File: config.mk
export PLATFORM = sky130hd
export DESIGN_NAME = serial_frame_receiver_with_check
export DESIGN_NICKNAME = d
export VERILOG_FILES = /design/src/rtl/sfrc_pkg.sv /design/src/rtl/serial_frame_receiver_with_check.sv
export SDC_FILE = /design/constraint.sdc
export NUM_CORES = 2
export LEC_CHECK = 0
export ABC_AREA = 1
export BUFFER_PORTS_ARGS = -buffer_cell sky130_fd_sc_hd__buf_2
export CELL_PAD_IN_SITES_DETAIL_PLACEMENT = 0
export CELL_PAD_IN_SITES_GLOBAL_PLACEMENT = 2
export CORE_UTILIZATION = 43
export DETAILED_ROUTE_END_ITERATION = 10
export PLACE_DENSITY = 0.85
export SETUP_SLACK_MARGIN = 0.15
export SYNTH_ARGS = -nofsm -noshare
export SYNTH_HDL_FRONTEND = slang
export SYNTH_SLANG_ARGS = --single-unit
File: constraint.sdc
create_clock -name aclk -period 6.9 [get_ports aclk]
set_clock_uncertainty 0.15 [all_clocks]
set_input_delay 0 -clock aclk [delete_from_list [all_inputs] [get_ports aclk]]
set_output_delay 0 -clock aclk [all_outputs]
set_load 0.05 [all_outputs]
File: src/rtl/sfrc_pkg.sv
`timescale 1ns / 1ps

package sfrc_pkg;

    localparam int STORE_DEPTH_DEF = 192;

    // configuration port
    localparam int CFG_W     = 1;
    localparam int CFG_IDX_W = 1;

    typedef enum logic [CFG_IDX_W-1:0] {
        REG_DEVICE_KIND = 1'b0,
        REG_USE_CRC     = 1'b1
    } cfg_reg_t;

    // ASCII framing characters
    localparam logic [7:0] CH_STX   = 8'h02;
    localparam logic [7:0] CH_ETX   = 8'h03;
    localparam logic [7:0] CH_NAK   = 8'h15;
    localparam logic [7:0] CH_SPACE = 8'h20;

    // binary headers: (lead >= 192, 103) and (176, 164)
    localparam logic [7:0] BIN_LEAD_MIN  = 8'd192;
    localparam logic [7:0] BIN_LEN_SHORT = 8'd103;
    localparam logic [7:0] BIN_LEAD_LONG = 8'd176;
    localparam logic [7:0] BIN_LEN_LONG  = 8'd164;

    // a 103-byte binary frame sums only bytes 0..99
    localparam int BIN_SUM_CUT_LEN = 103;

    localparam int ASCII_MIN_LEN = 6;
    localparam int BIN_MIN_LEN   = 2;

    localparam logic [15:0] CRC_INIT = 16'h554D;
    // four 0x30 digit offsets weighted 4096, 256, 16, 1, modulo 2^16
    localparam logic [15:0] DIGIT_BIAS = 16'h3330;

    typedef struct packed {
        logic       stored;
        logic [7:0] store_index;
        logic [7:0] store_byte;
        logic       frame_start;
        logic [7:0] header_byte;
        logic       frame_done;
        logic [7:0] frame_length;
        logic       nak;
        logic       crc_bad;
        logic       waiting;
    } result_t;

    // reflected CRC-16 (0x8408), one byte
    function automatic logic [15:0] crc_fold(input logic [15:0] crc, input logic [7:0] data);
        logic [7:0]  p;
        logic [15:0] q;
        p = crc[7:0] ^ data;
        p = p ^ (p << 4);
        q = {p, 8'h00} ^ {5'b0, p, 3'b0} ^ {12'b0, p[7:4]};
        crc_fold = {8'h00, crc[15:8]} ^ q;
    endfunction

    // four offset digits as one 16-bit value
    function automatic logic [15:0] digit_value(input logic [7:0] d3, input logic [7:0] d2,
                                                input logic [7:0] d1, input logic [7:0] d0);
        digit_value = {d3[3:0], 12'b0} + {d2, 8'b0} + {4'b0, d1, 4'b0} + {8'b0, d0} - DIGIT_BIAS;
    endfunction

endpackage

File: src/rtl/serial_frame_receiver_with_check.sv
`timescale 1ns / 1ps

// Serial frame receiver with frame check.
// Input channel (s_*): one word per received byte (s_action 0) or an arm
// command (s_action 1). Arm clears the write pointer, NAK and check flags
// and sets waiting. Result channel (m_*): exactly one word per input word,
// telling whether the byte was stored and where, whether it opened or closed
// a frame, and the NAK / check-error / waiting flags after that word.
// Configuration: cfg_we writes cfg_wdata to register cfg_index
// (0 device_kind, 1 use_crc) in the same cycle; write only while idle.
// The result is registered and shows on m_* in the cycle after the
// input word is taken. Throughput: one word per cycle while m_ready is high.
// The binary sum folds the byte two places behind the write pointer, the
// running ASCII sum and CRC the byte five behind, read ahead from the frame
// store's read port into a register, so the check at frame end stalls nothing.
// Reset clears the flags, the pointer and the framing state; device_kind
// resets to 0 and use_crc to 1. The frame store needs no clearing.
// When the result is not taken (m_ready low) it holds and s_ready drops
// until it is taken.
module serial_frame_receiver_with_check #(
    parameter int STORE_DEPTH = sfrc_pkg::STORE_DEPTH_DEF
) (
    input  logic                           aclk,
    input  logic                           aresetn,
    input  logic                           cfg_we,
    input  logic [sfrc_pkg::CFG_IDX_W-1:0] cfg_index,
    input  logic [sfrc_pkg::CFG_W-1:0]     cfg_wdata,
    input  logic                           s_valid,
    output logic                           s_ready,
    input  logic                           s_action,
    input  logic [7:0]                     s_rx_byte,
    output logic                           m_valid,
    input  logic                           m_ready,
    output logic                           m_stored,
    output logic [7:0]                     m_store_index,
    output logic [7:0]                     m_store_byte,
    output logic                           m_frame_start,
    output logic [7:0]                     m_header_byte,
    output logic                           m_frame_done,
    output logic [7:0]                     m_frame_length,
    output logic                           m_nak,
    output logic                           m_crc_bad,
    output logic                           m_waiting
);
    import sfrc_pkg::*;

    localparam int IDX_W = $clog2(STORE_DEPTH);
    localparam int PTR_W = $clog2(STORE_DEPTH + 1);
    localparam logic [PTR_W-1:0] PTR_DEPTH = PTR_W'(STORE_DEPTH);
    localparam logic [PTR_W-1:0] PTR_ONE   = PTR_W'(1);
    localparam logic [PTR_W-1:0] PTR_BIN_FOLD = PTR_W'(2);
    localparam logic [PTR_W-1:0] PTR_ASC_FOLD = PTR_W'(6);
    localparam logic [PTR_W-1:0] PTR_BYTE3 = PTR_W'(3);
    localparam logic [PTR_W-1:0] PTR_LAG   = PTR_W'(5);
    localparam logic [PTR_W-1:0] PTR_CUT   = PTR_W'(BIN_SUM_CUT_LEN);
    localparam logic [PTR_W-1:0] PTR_ASC_MIN = PTR_W'(ASCII_MIN_LEN);
    localparam logic [PTR_W-1:0] PTR_BIN_MIN = PTR_W'(BIN_MIN_LEN);

    // configuration
    logic device_kind_reg;
    logic use_crc_reg;

    // framing state
    logic [7:0]       prev_reg, prev_next;
    logic             capturing_reg, capturing_next;
    logic [PTR_W-1:0] wp_reg, wp_next;
    logic [7:0]       exp_len_reg, exp_len_next;
    logic [7:0]       byte3_reg, byte3_next;
    logic             waiting_reg, waiting_next;
    logic             nak_reg, nak_next;
    logic             bad_reg, bad_next;

    // running check: tail_reg[k] holds the byte at wp - 1 - k
    logic [7:0]  tail_reg [0:3];
    logic [7:0]  tail_next [0:3];
    logic [15:0] bin_acc_reg, bin_acc_next;
    logic [15:0] asum_reg, asum_next;
    logic [15:0] crc_reg, crc_next;

    // frame store
    logic [7:0]       store_mem [STORE_DEPTH];
    logic             mem_we;
    logic [IDX_W-1:0] mem_waddr;
    logic [IDX_W-1:0] mem_raddr;
    logic [PTR_W-1:0] lag_ptr;
    logic [7:0]       mem_rd_reg;

    // output register
    logic    out_valid_reg;
    result_t out_reg;
    result_t res;

    // per-word working values
    logic             accept;
    logic             header;
    logic             start;
    logic             cap_a;
    logic             store;
    logic             frame_end;
    logic             check_fail;
    logic [PTR_W-1:0] wp_a;
    logic [PTR_W-1:0] wp_b;
    logic [7:0]       ta [0:3];
    logic [7:0]       pt [0:4];
    logic [7:0]       byte3_a;
    logic [15:0]      bin_a, asum_a, crc_a;
    logic [15:0]      bin_sum;
    logic [15:0]      asc_acc;

    assign s_ready = !out_valid_reg || m_ready;
    assign accept  = s_valid && s_ready;

    always_comb begin
        prev_next      = prev_reg;
        capturing_next = capturing_reg;
        wp_next        = wp_reg;
        exp_len_next   = exp_len_reg;
        byte3_next     = byte3_reg;
        waiting_next   = waiting_reg;
        nak_next       = nak_reg;
        bad_next       = bad_reg;
        bin_acc_next   = bin_acc_reg;
        asum_next      = asum_reg;
        crc_next       = crc_reg;
        for (int k = 0; k < 4; k++) begin
            tail_next[k] = tail_reg[k];
            ta[k]        = tail_reg[k];
        end
        for (int k = 0; k < 5; k++) begin
            pt[k] = 8'h00;
        end
        res        = '0;
        mem_we     = 1'b0;
        mem_waddr  = '0;
        header     = 1'b0;
        start      = 1'b0;
        cap_a      = capturing_reg;
        store      = 1'b0;
        frame_end  = 1'b0;
        check_fail = 1'b0;
        wp_a       = wp_reg;
        wp_b       = wp_reg;
        byte3_a    = byte3_reg;
        bin_a      = bin_acc_reg;
        asum_a     = asum_reg;
        crc_a      = crc_reg;
        bin_sum    = 16'h0000;
        asc_acc    = 16'h0000;

        if (accept && s_action) begin
            waiting_next = 1'b1;
            wp_next      = '0;
            bad_next     = 1'b0;
            nak_next     = 1'b0;
            // a frame still being captured restarts its stored sequence at index 0
            bin_acc_next = 16'h0000;
            asum_next    = 16'h0000;
            crc_next     = CRC_INIT;
        end else if (accept) begin
            if (device_kind_reg) begin
                if ((prev_reg >= BIN_LEAD_MIN && s_rx_byte == BIN_LEN_SHORT) ||
                    (prev_reg == BIN_LEAD_LONG && s_rx_byte == BIN_LEN_LONG)) begin
                    header       = 1'b1;
                    exp_len_next = s_rx_byte;
                end
            end else if (wp_reg == '0 && s_rx_byte > CH_SPACE && prev_reg == CH_STX) begin
                header = 1'b1;
            end

            start = header && !capturing_reg;
            cap_a = capturing_reg || start;
            if (start) begin
                wp_a    = PTR_ONE;
                byte3_a = 8'h00;
                bin_a   = 16'h0000;
                asum_a  = 16'h0000;
                crc_a   = CRC_INIT;
                ta[0]   = prev_reg;
            end

            store = cap_a && (wp_a < PTR_DEPTH);
            if (store) begin
                mem_we    = 1'b1;
                mem_waddr = wp_a[IDX_W-1:0];
                if (wp_a >= PTR_BIN_FOLD) begin
                    bin_a = bin_a + {8'h00, ta[1]};
                end
                // fold the byte five places behind, read from the store
                if (wp_a >= PTR_ASC_FOLD) begin
                    asum_a = asum_a + {8'h00, mem_rd_reg};
                    crc_a  = crc_fold(crc_a, mem_rd_reg);
                end
                if (wp_a == PTR_BYTE3) begin
                    byte3_a = s_rx_byte;
                end
                pt[0] = s_rx_byte;
                pt[1] = ta[0];
                pt[2] = ta[1];
                pt[3] = ta[2];
                pt[4] = ta[3];
                wp_b  = wp_a + PTR_ONE;
            end else begin
                pt[0] = ta[0];
                pt[1] = ta[1];
                pt[2] = ta[2];
                pt[3] = ta[3];
                pt[4] = mem_rd_reg;
                wp_b  = wp_a;
            end

            for (int k = 0; k < 4; k++) begin
                tail_next[k] = pt[k];
            end
            wp_next      = wp_b;
            byte3_next   = byte3_a;
            bin_acc_next = bin_a;
            asum_next    = asum_a;
            crc_next     = crc_a;

            // check as seen after this byte: pt[k] is the byte at wp_b - 1 - k
            if (device_kind_reg) begin
                bin_sum    = (wp_b == PTR_CUT) ? bin_a - {8'h00, pt[2]} : bin_a;
                check_fail = (wp_b < PTR_BIN_MIN) || (bin_sum != {pt[0], pt[1]});
            end else begin
                asc_acc    = use_crc_reg ? crc_a : asum_a;
                check_fail = (wp_b < PTR_ASC_MIN) ||
                             (asc_acc != digit_value(pt[4], pt[3], pt[2], pt[1]));
            end

            if (cap_a) begin
                frame_end = device_kind_reg ? (wp_b >= PTR_W'(exp_len_next))
                                            : (s_rx_byte == CH_ETX);
            end

            res.stored      = store;
            res.store_index = store ? wp_a[7:0] : 8'h00;
            res.store_byte  = store ? s_rx_byte : 8'h00;
            res.frame_start = start;
            res.header_byte = start ? prev_reg : 8'h00;

            if (frame_end) begin
                capturing_next = 1'b0;
                prev_next      = 8'h00;
                if (!device_kind_reg && byte3_a == CH_NAK) begin
                    nak_next = 1'b1;
                end
                bad_next         = check_fail;
                waiting_next     = 1'b0;
                res.frame_done   = 1'b1;
                res.frame_length = wp_b[7:0];
            end else begin
                capturing_next = cap_a;
                prev_next      = s_rx_byte;
            end
        end

        res.nak     = nak_next;
        res.crc_bad = bad_next;
        res.waiting = waiting_next;
    end

    // prefetch the byte five places behind the pointer for the next word
    assign lag_ptr   = wp_next - PTR_LAG;
    assign mem_raddr = (wp_next >= PTR_LAG) ? lag_ptr[IDX_W-1:0] : '0;

    always_ff @(posedge aclk) begin
        if (mem_we) begin
            store_mem[mem_waddr] <= s_rx_byte;
        end
        mem_rd_reg <= store_mem[mem_raddr];
    end

    always_ff @(posedge aclk) begin
        if (!aresetn) begin
            device_kind_reg <= 1'b0;
            use_crc_reg     <= 1'b1;
        end else if (cfg_we) begin
            unique case (cfg_reg_t'(cfg_index))
                REG_DEVICE_KIND: device_kind_reg <= cfg_wdata[0];
                REG_USE_CRC:     use_crc_reg     <= cfg_wdata[0];
            endcase
        end
    end

    always_ff @(posedge aclk) begin
        if (!aresetn) begin
            prev_reg      <= 8'h00;
            capturing_reg <= 1'b0;
            wp_reg        <= '0;
            exp_len_reg   <= 8'h00;
            byte3_reg     <= 8'h00;
            waiting_reg   <= 1'b0;
            nak_reg       <= 1'b0;
            bad_reg       <= 1'b0;
            bin_acc_reg   <= 16'h0000;
            asum_reg      <= 16'h0000;
            crc_reg       <= CRC_INIT;
        end else begin
            prev_reg      <= prev_next;
            capturing_reg <= capturing_next;
            wp_reg        <= wp_next;
            exp_len_reg   <= exp_len_next;
            byte3_reg     <= byte3_next;
            waiting_reg   <= waiting_next;
            nak_reg       <= nak_next;
            bad_reg       <= bad_next;
            bin_acc_reg   <= bin_acc_next;
            asum_reg      <= asum_next;
            crc_reg       <= crc_next;
        end
    end

    always_ff @(posedge aclk) begin
        for (int k = 0; k < 4; k++) begin
            tail_reg[k] <= tail_next[k];
        end
    end

    // output register: hold the word until taken
    always_ff @(posedge aclk) begin
        if (!aresetn) begin
            out_valid_reg <= 1'b0;
        end else if (accept) begin
            out_valid_reg <= 1'b1;
        end else if (m_ready) begin
            out_valid_reg <= 1'b0;
        end
    end

    always_ff @(posedge aclk) begin
        if (accept) begin
            out_reg <= res;
        end
    end

    assign m_valid        = out_valid_reg;
    assign m_stored       = out_reg.stored;
    assign m_store_index  = out_reg.store_index;
    assign m_store_byte   = out_reg.store_byte;
    assign m_frame_start  = out_reg.frame_start;
    assign m_header_byte  = out_reg.header_byte;
    assign m_frame_done   = out_reg.frame_done;
    assign m_frame_length = out_reg.frame_length;
    assign m_nak          = out_reg.nak;
    assign m_crc_bad      = out_reg.crc_bad;
    assign m_waiting      = out_reg.waiting;

    a_ptr_range: assert property (@(posedge aclk) disable iff (!aresetn)
        wp_reg <= PTR_DEPTH)
        else $error("write pointer past store depth");

    a_arm_clears: assert property (@(posedge aclk) disable iff (!aresetn)
        accept && s_action |=> wp_reg == '0 && waiting_reg && !nak_reg && !bad_reg)
        else $error("arm did not reset pointer and flags");

    a_done_not_waiting: assert property (@(posedge aclk) disable iff (!aresetn)
        m_valid && m_frame_done |-> !m_waiting)
        else $error("frame end left waiting set");

    a_start_stores_one: assert property (@(posedge aclk) disable iff (!aresetn)
        m_valid && m_frame_start |-> m_stored && m_store_index == 8'd1)
        else $error("frame start did not store at index 1");

endmodule
Word-level counts from Yosys, hierarchy flattened --
Memory sizes are Yosys's and may differ from the RTL's. A register that Yosys moved wholly into a read port is not among the register bits. Cells that the tools add are included. W data, S select, Z words.
Storage, ports and cells: flip-flop bits (word level) 125, bits in latches 0, memory bits (writable) 1568, bits in read-only memories 0, input bits 16, output and inout bits 40, memories 2
Cells by class: add/sub/neg operators 9, $mul 0, div/mod/pow operators 0, order comparisons 9, eq/ne operators 10, shifts and indexed selects 0, mux-type cells 80, bitwise operators 11, reductions and logical operators 26
Memory list:
- store_mem | depth 192, width 8, read ports 1, clocked after Yosys merged registers in 1, write ports 1, RTL line serial_frame_receiver_with_check.sv:81 | logic [7:0] store_mem [STORE_DEPTH];
- tail_reg | depth 4, width 8, read ports 4, clocked after Yosys merged registers in 0, write ports 4, RTL line serial_frame_receiver_with_check.sv:74 | logic [7:0] tail_reg [0:3];
Operators with widths (number):
- $mux W16 | 23
- $mux W8 | 23
- $mux W40 | 3
- $mux W32 | 2
- $add A16 B8 Y16 | 3
- $ne A16 B16 Y1 | 2
- $mux W1 | 28
- $eq A8 B2 Y1 const B | 3
- $add A16 B12 Y16 | 1
- $add A16 B16 Y16 | 1
- $eq A8 B7 Y1 const B | 2
- $eq A8 B8 Y1 const B | 2
- $ge A8 B3 Y1 const B | 2
- $sub A16 B14 Y16 const B | 1
- $sub A16 B8 Y16 | 1
- $xor A16 B11 Y16 | 1
- $xor A16 B4 Y16 | 1
- $xor A8 B16 Y16 | 1
- $xor A8 B8 Y8 | 2
- $logic_and A1 B1 Y1 | 9
- $mux W9 | 1
- $add A8 B1 Y8 const B | 1
- $eq A8 B5 Y1 const B | 1
- $ge A8 B2 Y1 const B | 1
- other kinds (14) | 30

Logic depth before layout (Yosys ltp) --
depth in word-level cells 27, mapped depth 45, depth with buffers taken out 41

Least setup slack after synthesis --
OpenSTA, ideal clock, no wires.
path type flip-flop to flip-flop, start reg wp_reg[2], end reg mem_rd_reg[6] (read register of store_mem), arrival 5.339 ns, slack 1.297 ns, cell stages (with the launch flop) 41, buffers on the path 11, clock period less this slack 5.603 ns, path through dfxtp_1 > buf_4 > clkinv_1 > nand2_1 > nor2_1 > nand2_1 > nor2_1 > nand2_1 > nand2_2 > nand2_4 > buf_6 > buf_2 > buf_2 > buf_1 > buf_1 > nand2_1 > ha_1 > inv_1 > [5 not listed] > ha_1 > inv_1 > nand2_1 > nand2_2 > nor2_4 > nand2_4 > nand2_4 > buf_4 > clkbuf_1 > or2_2 > o211ai_1 > nand3_1 > nand3_1 > nand3_1 > nand3_1 > nand2_1 > nand2_1 > nand2_1
Between the ends: cells in the longest elaborated chain, start to end 20, elaborated cells between the ends (all ways) 23, those cells by class add/sub: 2; order compare: 2; mux: 13; reduce/logical: 6
RTL lines:
- from (decl) | RTL line serial_frame_receiver_with_check.sv:66 | logic [PTR_W-1:0] wp_reg, wp_next;
- from (signal assigned) | RTL line serial_frame_receiver_with_check.sv:301 | wp_reg <= wp_next;
- $logic_not A8 Y1 | RTL line serial_frame_receiver_with_check.sv:166 | end else if (wp_reg == '0 && s_rx_byte > CH_SPACE && prev_reg == CH_STX) begin
- $logic_and A1 B1 Y1 (2 in series) | RTL line serial_frame_receiver_with_check.sv:166
- $mux W1 | RTL line serial_frame_receiver_with_check.sv:166
- $mux W1 | RTL line serial_frame_receiver_with_check.sv:160 | if (device_kind_reg) begin
- $mux W1 | RTL line serial_frame_receiver_with_check.sv:159 | end else if (accept) begin
- $mux W1 | RTL line serial_frame_receiver_with_check.sv:150 | if (accept && s_action) begin
- $logic_and A1 B1 Y1 | RTL line serial_frame_receiver_with_check.sv:170 | start = header && !capturing_reg;
- $mux W8 | RTL line serial_frame_receiver_with_check.sv:172 | if (start) begin
- [4 not listed]
- $mux W8 * | RTL line serial_frame_receiver_with_check.sv:182 | if (store) begin
- $mux W8 * | RTL line serial_frame_receiver_with_check.sv:159
- $mux W8 * | RTL line serial_frame_receiver_with_check.sv:150
- $mux W8 * | RTL line serial_frame_receiver_with_check.sv:159
- $mux W8 * | RTL line serial_frame_receiver_with_check.sv:150
- net wp_next[0] | RTL line serial_frame_receiver_with_check.sv:66
- $sub A8 B3 Y8 / $ge A8 B3 Y1 (equally long branches) | RTL line serial_frame_receiver_with_check.sv:263, serial_frame_receiver_with_check.sv:264
- $mux W8 * | RTL line serial_frame_receiver_with_check.sv:264 | assign mem_raddr = (wp_next >= PTR_LAG) ? lag_ptr[IDX_W-1:0] : '0;
- to (decl) | RTL line serial_frame_receiver_with_check.sv:86 | logic [7:0] mem_rd_reg;
The timed path passes the listed nets; every way through them passes the cells marked *. The select of a mux whose other input is x is not followed. A chain may end at the register's enable or synchronous reset.

Final worst setup path --
start in s_rx_byte[1], end reg mem_rd_reg[6] (read register of store_mem)
Between the ends: cells in the longest elaborated chain, start to end 20, elaborated cells between the ends (all ways) 29, those cells by class add/sub: 2; order compare: 3; eq/ne: 2; mux: 14; reduce/logical: 8
RTL lines:
- from (decl) | RTL line serial_frame_receiver_with_check.sv:31 | input logic [7:0] s_rx_byte,
- $gt A8 B6 Y1 (tied with other cells) | RTL line serial_frame_receiver_with_check.sv:166
- $logic_and A1 B1 Y1 (on tied branches) | RTL line serial_frame_receiver_with_check.sv:166, serial_frame_receiver_with_check.sv:161, serial_frame_receiver_with_check.sv:162
- $logic_and A1 B1 Y1 / $logic_or A1 B1 Y1 (equally long branches) | RTL line serial_frame_receiver_with_check.sv:166, serial_frame_receiver_with_check.sv:161
- $mux W1 (on tied branches) | RTL line serial_frame_receiver_with_check.sv:166, serial_frame_receiver_with_check.sv:161
- $mux W1 * | RTL line serial_frame_receiver_with_check.sv:160
- $mux W1 * | RTL line serial_frame_receiver_with_check.sv:159
- $mux W1 * | RTL line serial_frame_receiver_with_check.sv:150
- $logic_and A1 B1 Y1 * | RTL line serial_frame_receiver_with_check.sv:170
- [5 not listed]
- $mux W8 * | RTL line serial_frame_receiver_with_check.sv:182
- $mux W8 * | RTL line serial_frame_receiver_with_check.sv:159
- $mux W8 * | RTL line serial_frame_receiver_with_check.sv:150
- $mux W8 * | RTL line serial_frame_receiver_with_check.sv:159
- $mux W8 * | RTL line serial_frame_receiver_with_check.sv:150
- net wp_next[0] | RTL line serial_frame_receiver_with_check.sv:66
- $sub A8 B3 Y8 / $ge A8 B3 Y1 (equally long branches) | RTL line serial_frame_receiver_with_check.sv:263, serial_frame_receiver_with_check.sv:264
- $mux W8 * | RTL line serial_frame_receiver_with_check.sv:264
Marks and branches as above.

==> results.json <==
{
  "status": "complete, no violations",
  "netlist_instances": 7211,
  "ant_nets": 0,
  "period_share": 0.915,
  "rr_endpoint": "mem_rd_reg[6]$_DFF_P_",
  "syn_avg_cell_area_um2": 10.7,
  "tightest_slew_ns": 1.27,
  "rows": 155,
  "final-seq-area_um2": 50100,
  "synthTopCellsByCount": "edfxtp_1 (1,606), nand3_1 (1,284), nand2_1 (1,071)",
  "start_util": 0.434,
  "synth.distinct_cells": 49,
  "grt-ovfl-total": 0,
  "grtUsageMet2": 0.398,
  "drive_gt1_frac": 0.0860,
  "slowest_stage": "inv_6",
  "wl_per_cell_um": 23.9,
  "path_class": "input port to flip-flop",
  "cp_data_arrival_time_ns": 6.89,
  "grt_max_degree": 212,
  "grt_pass1_wl_um": 340000,
  "drv_slew": 0,
  "timing.fmax_ghz": 0.158,
  "clockBufferDepth": 3,
  "relSlewSlack": 0.156,
  "worst-r2r-cell-count": 31,
  "leakagePower_nw": 32.6,
  "die-width_um": 426,
  "crit_required_ns": 7.48,
  "cts-root-buf": "clkbuf_16",
  "fin_cells": 9659,
  "yosysSeqAreaShare": 0.647,
  "critical_path.max_stage_delay_ns": 0.56,
  "place.gp.congestion": 0.879,
  "path_clk_slew_ns": 0.06,
  "largest_reg_flops": 1536,
  "drc_errors": 0,
  "final_nets": 7231,
  "cts_tree": "done",
  "finalHoldViolCount": 0,
  "dieArea_um2": 182000,
  "syn_to_final_growth_pct": 10.8,
  "crit_path_frequent_cell": "nand3_1",
  "synth.most_common_cell": "edfxtp_1",
  "timing.reg2reg.setup_slack_ns": 0.70,
  "synth.area.top_cells": "edfxtp_1 (62%), nand3_1 (8.3%), nand2_1 (5.2%)",
  "clk_latency_ns": 0.85,
  "yosysTopAreaCellShare": 0.623,
  "n_fill_cell": 16100,
  "setup_tns_ns": 0,
  "critPathTopFamily": "simple AND/OR/NAND/NOR gates",
  "synth-edff-count": 1606,
  "timing.rr.start": "prev_reg[3]$_SDFFE_PN0P_",
  "whs_path_depth": 4,
  "whs_endpoint": "exp_len_reg[6]$_SDFFE_PN0P_",
  "synthesis.nets": 7287,
  "drt-total-wl_um": 231000,
  "first_iter_violations": 5514,
  "startpoint_type": "input port",
  "ys.flop_type": "edfxtp_1",
  "grt_use_met1": 0.356,
  "synthArstFlopShare": 0,
  "post-synth-top-area-cell": "edfxtp_1",
  "power_density_nw_per_um2": 254,
  "multi_input_area_um2": 21800,
  "dp_hpwl_um": 138000,
  "cts_htree_levels": 4,
  "period_minus_slack_ns": 6.31,
  "antenna_found_initial": 9,
  "viasPerCell": 5.52,
  "clock_sinks": 1701,
  "holdCritPathClass": "input port to flip-flop",
  "core_area_um2": 179000,
  "min_from": "aresetn",
  "crit_buf_inv": 10,
  "cp-end-kind": "flip-flop",
  "fp.dieH_um": 426,
  "ys_ff_latch": 1701,
  "ys_warn_count": 0,
  "dp.cells": 9283,
  "peakVddDrop_uv": 273,
  "crit_start": "s_rx_byte[1]",
  "firstDrtPassIters": 6,
  "grt_util_met3": 0.0318,
  "cts_buffers": 184,
  "design.portCount": 56,
  "setup-violations-final": 0,
  "grt_setup_unrepaired": "false",
  "maxCapViolCount": 0,
  "port-buffer-count": 55,
  "vias": 53300,
  "synthesis.area_um2": 77500,
  "top_usage_layer": "met2",
  "final_util": 0.481,
  "grt_pass1_vias": 51100,
  "path_max_fanout": 63,
  "grt.total_usage": 0.252
}
[report_power, final]
group          switching, mW  internal (mW)
Combinational          0.668          0.223
Sequential            0.0253           11.3
Clock                   4.13           5.45
[metrics by stage]
stage                     hold slack (ns)  instance area [um2]  power [mW]  setup WS, ns
after floorplan                   -0.0511                77500        12.0          1.30
after CTS                         0.00867                85800        21.9         0.353
after global routing               0.0366                85900        22.4         0.172
after detailed placement            0.121                79700        12.4         0.428
after global placement              0.106                79700        12.4         0.451
final                              0.0466                85900        21.8         0.587
[area by class of cell]
cell class / instances / share of cell area
multi-input cells: 4171 / 0.254
well taps: 2355 / 0.0343
diodes: 1 / 0.0000291
repair inverters: 1 / 0.0000583
repair buffers: 215 / 0.0221
inverters: 881 / 0.0389
clock inverters: 102 / 0.0104
clock buffers: 232 / 0.0565
flip-flops and latches: 1701 / 0.584
[worst register-to-register path, delay by kind of cell (launching register included)]
kind            cells  cell delay (ns)
buf+inv             7             1.54
simple gates       21             3.10
compound gates      1             0.39
fa+ha+maj           2             0.58
flops               1             0.33
[per-layer routing]
layer | up-vias | part of all wire
li1 | 24800 | -
met1 | 26300 | 0.44
met2 | 1822 | 0.46
met3 | 358 | 0.062
met4 | 0 | 0.036
met5 | - | 0
[how the worst max path moves through the flow]
| stage | depth (start not counted) | slack (ns) | end |
|---|---|---|---|
| after global placement | 33 | 0.45 | mem_rd_reg[2]$_DFF_P_ |
| final | 34 | 0.59 | mem_rd_reg[6]$_DFF_P_ |
| after detailed placement | 33 | 0.43 | mem_rd_reg[2]$_DFF_P_ |
| after floorplan | 40 | 1.30 | mem_rd_reg[6]$_DFF_P_ |
| after CTS | 36 | 0.35 | mem_rd_reg[2]$_DFF_P_ |
| after global routing | 36 | 0.17 | mem_rd_reg[2]$_DFF_P_ |
[placed cells by master, fill, tap and decap left out, types with 22 or more instances in the layout]
cell and instances:
a21oi_1 86, buf_12 22, buf_2 47, buf_4 106, clkbuf_1 45, clkbuf_16 187
clkinv_1 43, clkinv_2 33, dfxtp_1 95, dlygate4sd3_1 32, edfxtp_1 1606, ha_1 56
inv_1 860, nand2_1 1069, nand3_1 1284, nand3b_1 396, nor2_1 434, o211ai_1 246
o21ai_0 253, o21ai_1 34, or2_2 145, xor2_1 41
[kinds of logic after synthesis]
logic type | count (synthesis) | share of synthesized area
and+or+nand+nor | 3385 | 0.211
adders and majority gates | 60 | 0.0101
AOI/OAI and AO/OA | 664 | 0.0524
xor gates and xnor gates | 61 | 0.00690
DFF | 1701 | 0.647
muxes | 1 | 0.000129
buffers and inverters | 1339 | 0.0726
[timing repair]
action,CTS,global route
endpoints found under the setup margin,0,10
endpoints found under the hold margin,619,0
setup buffers,0,8
hold buffers,32,0
gates resized for setup,0,7
Note: power is estimated with default switching activity, not from simulation.
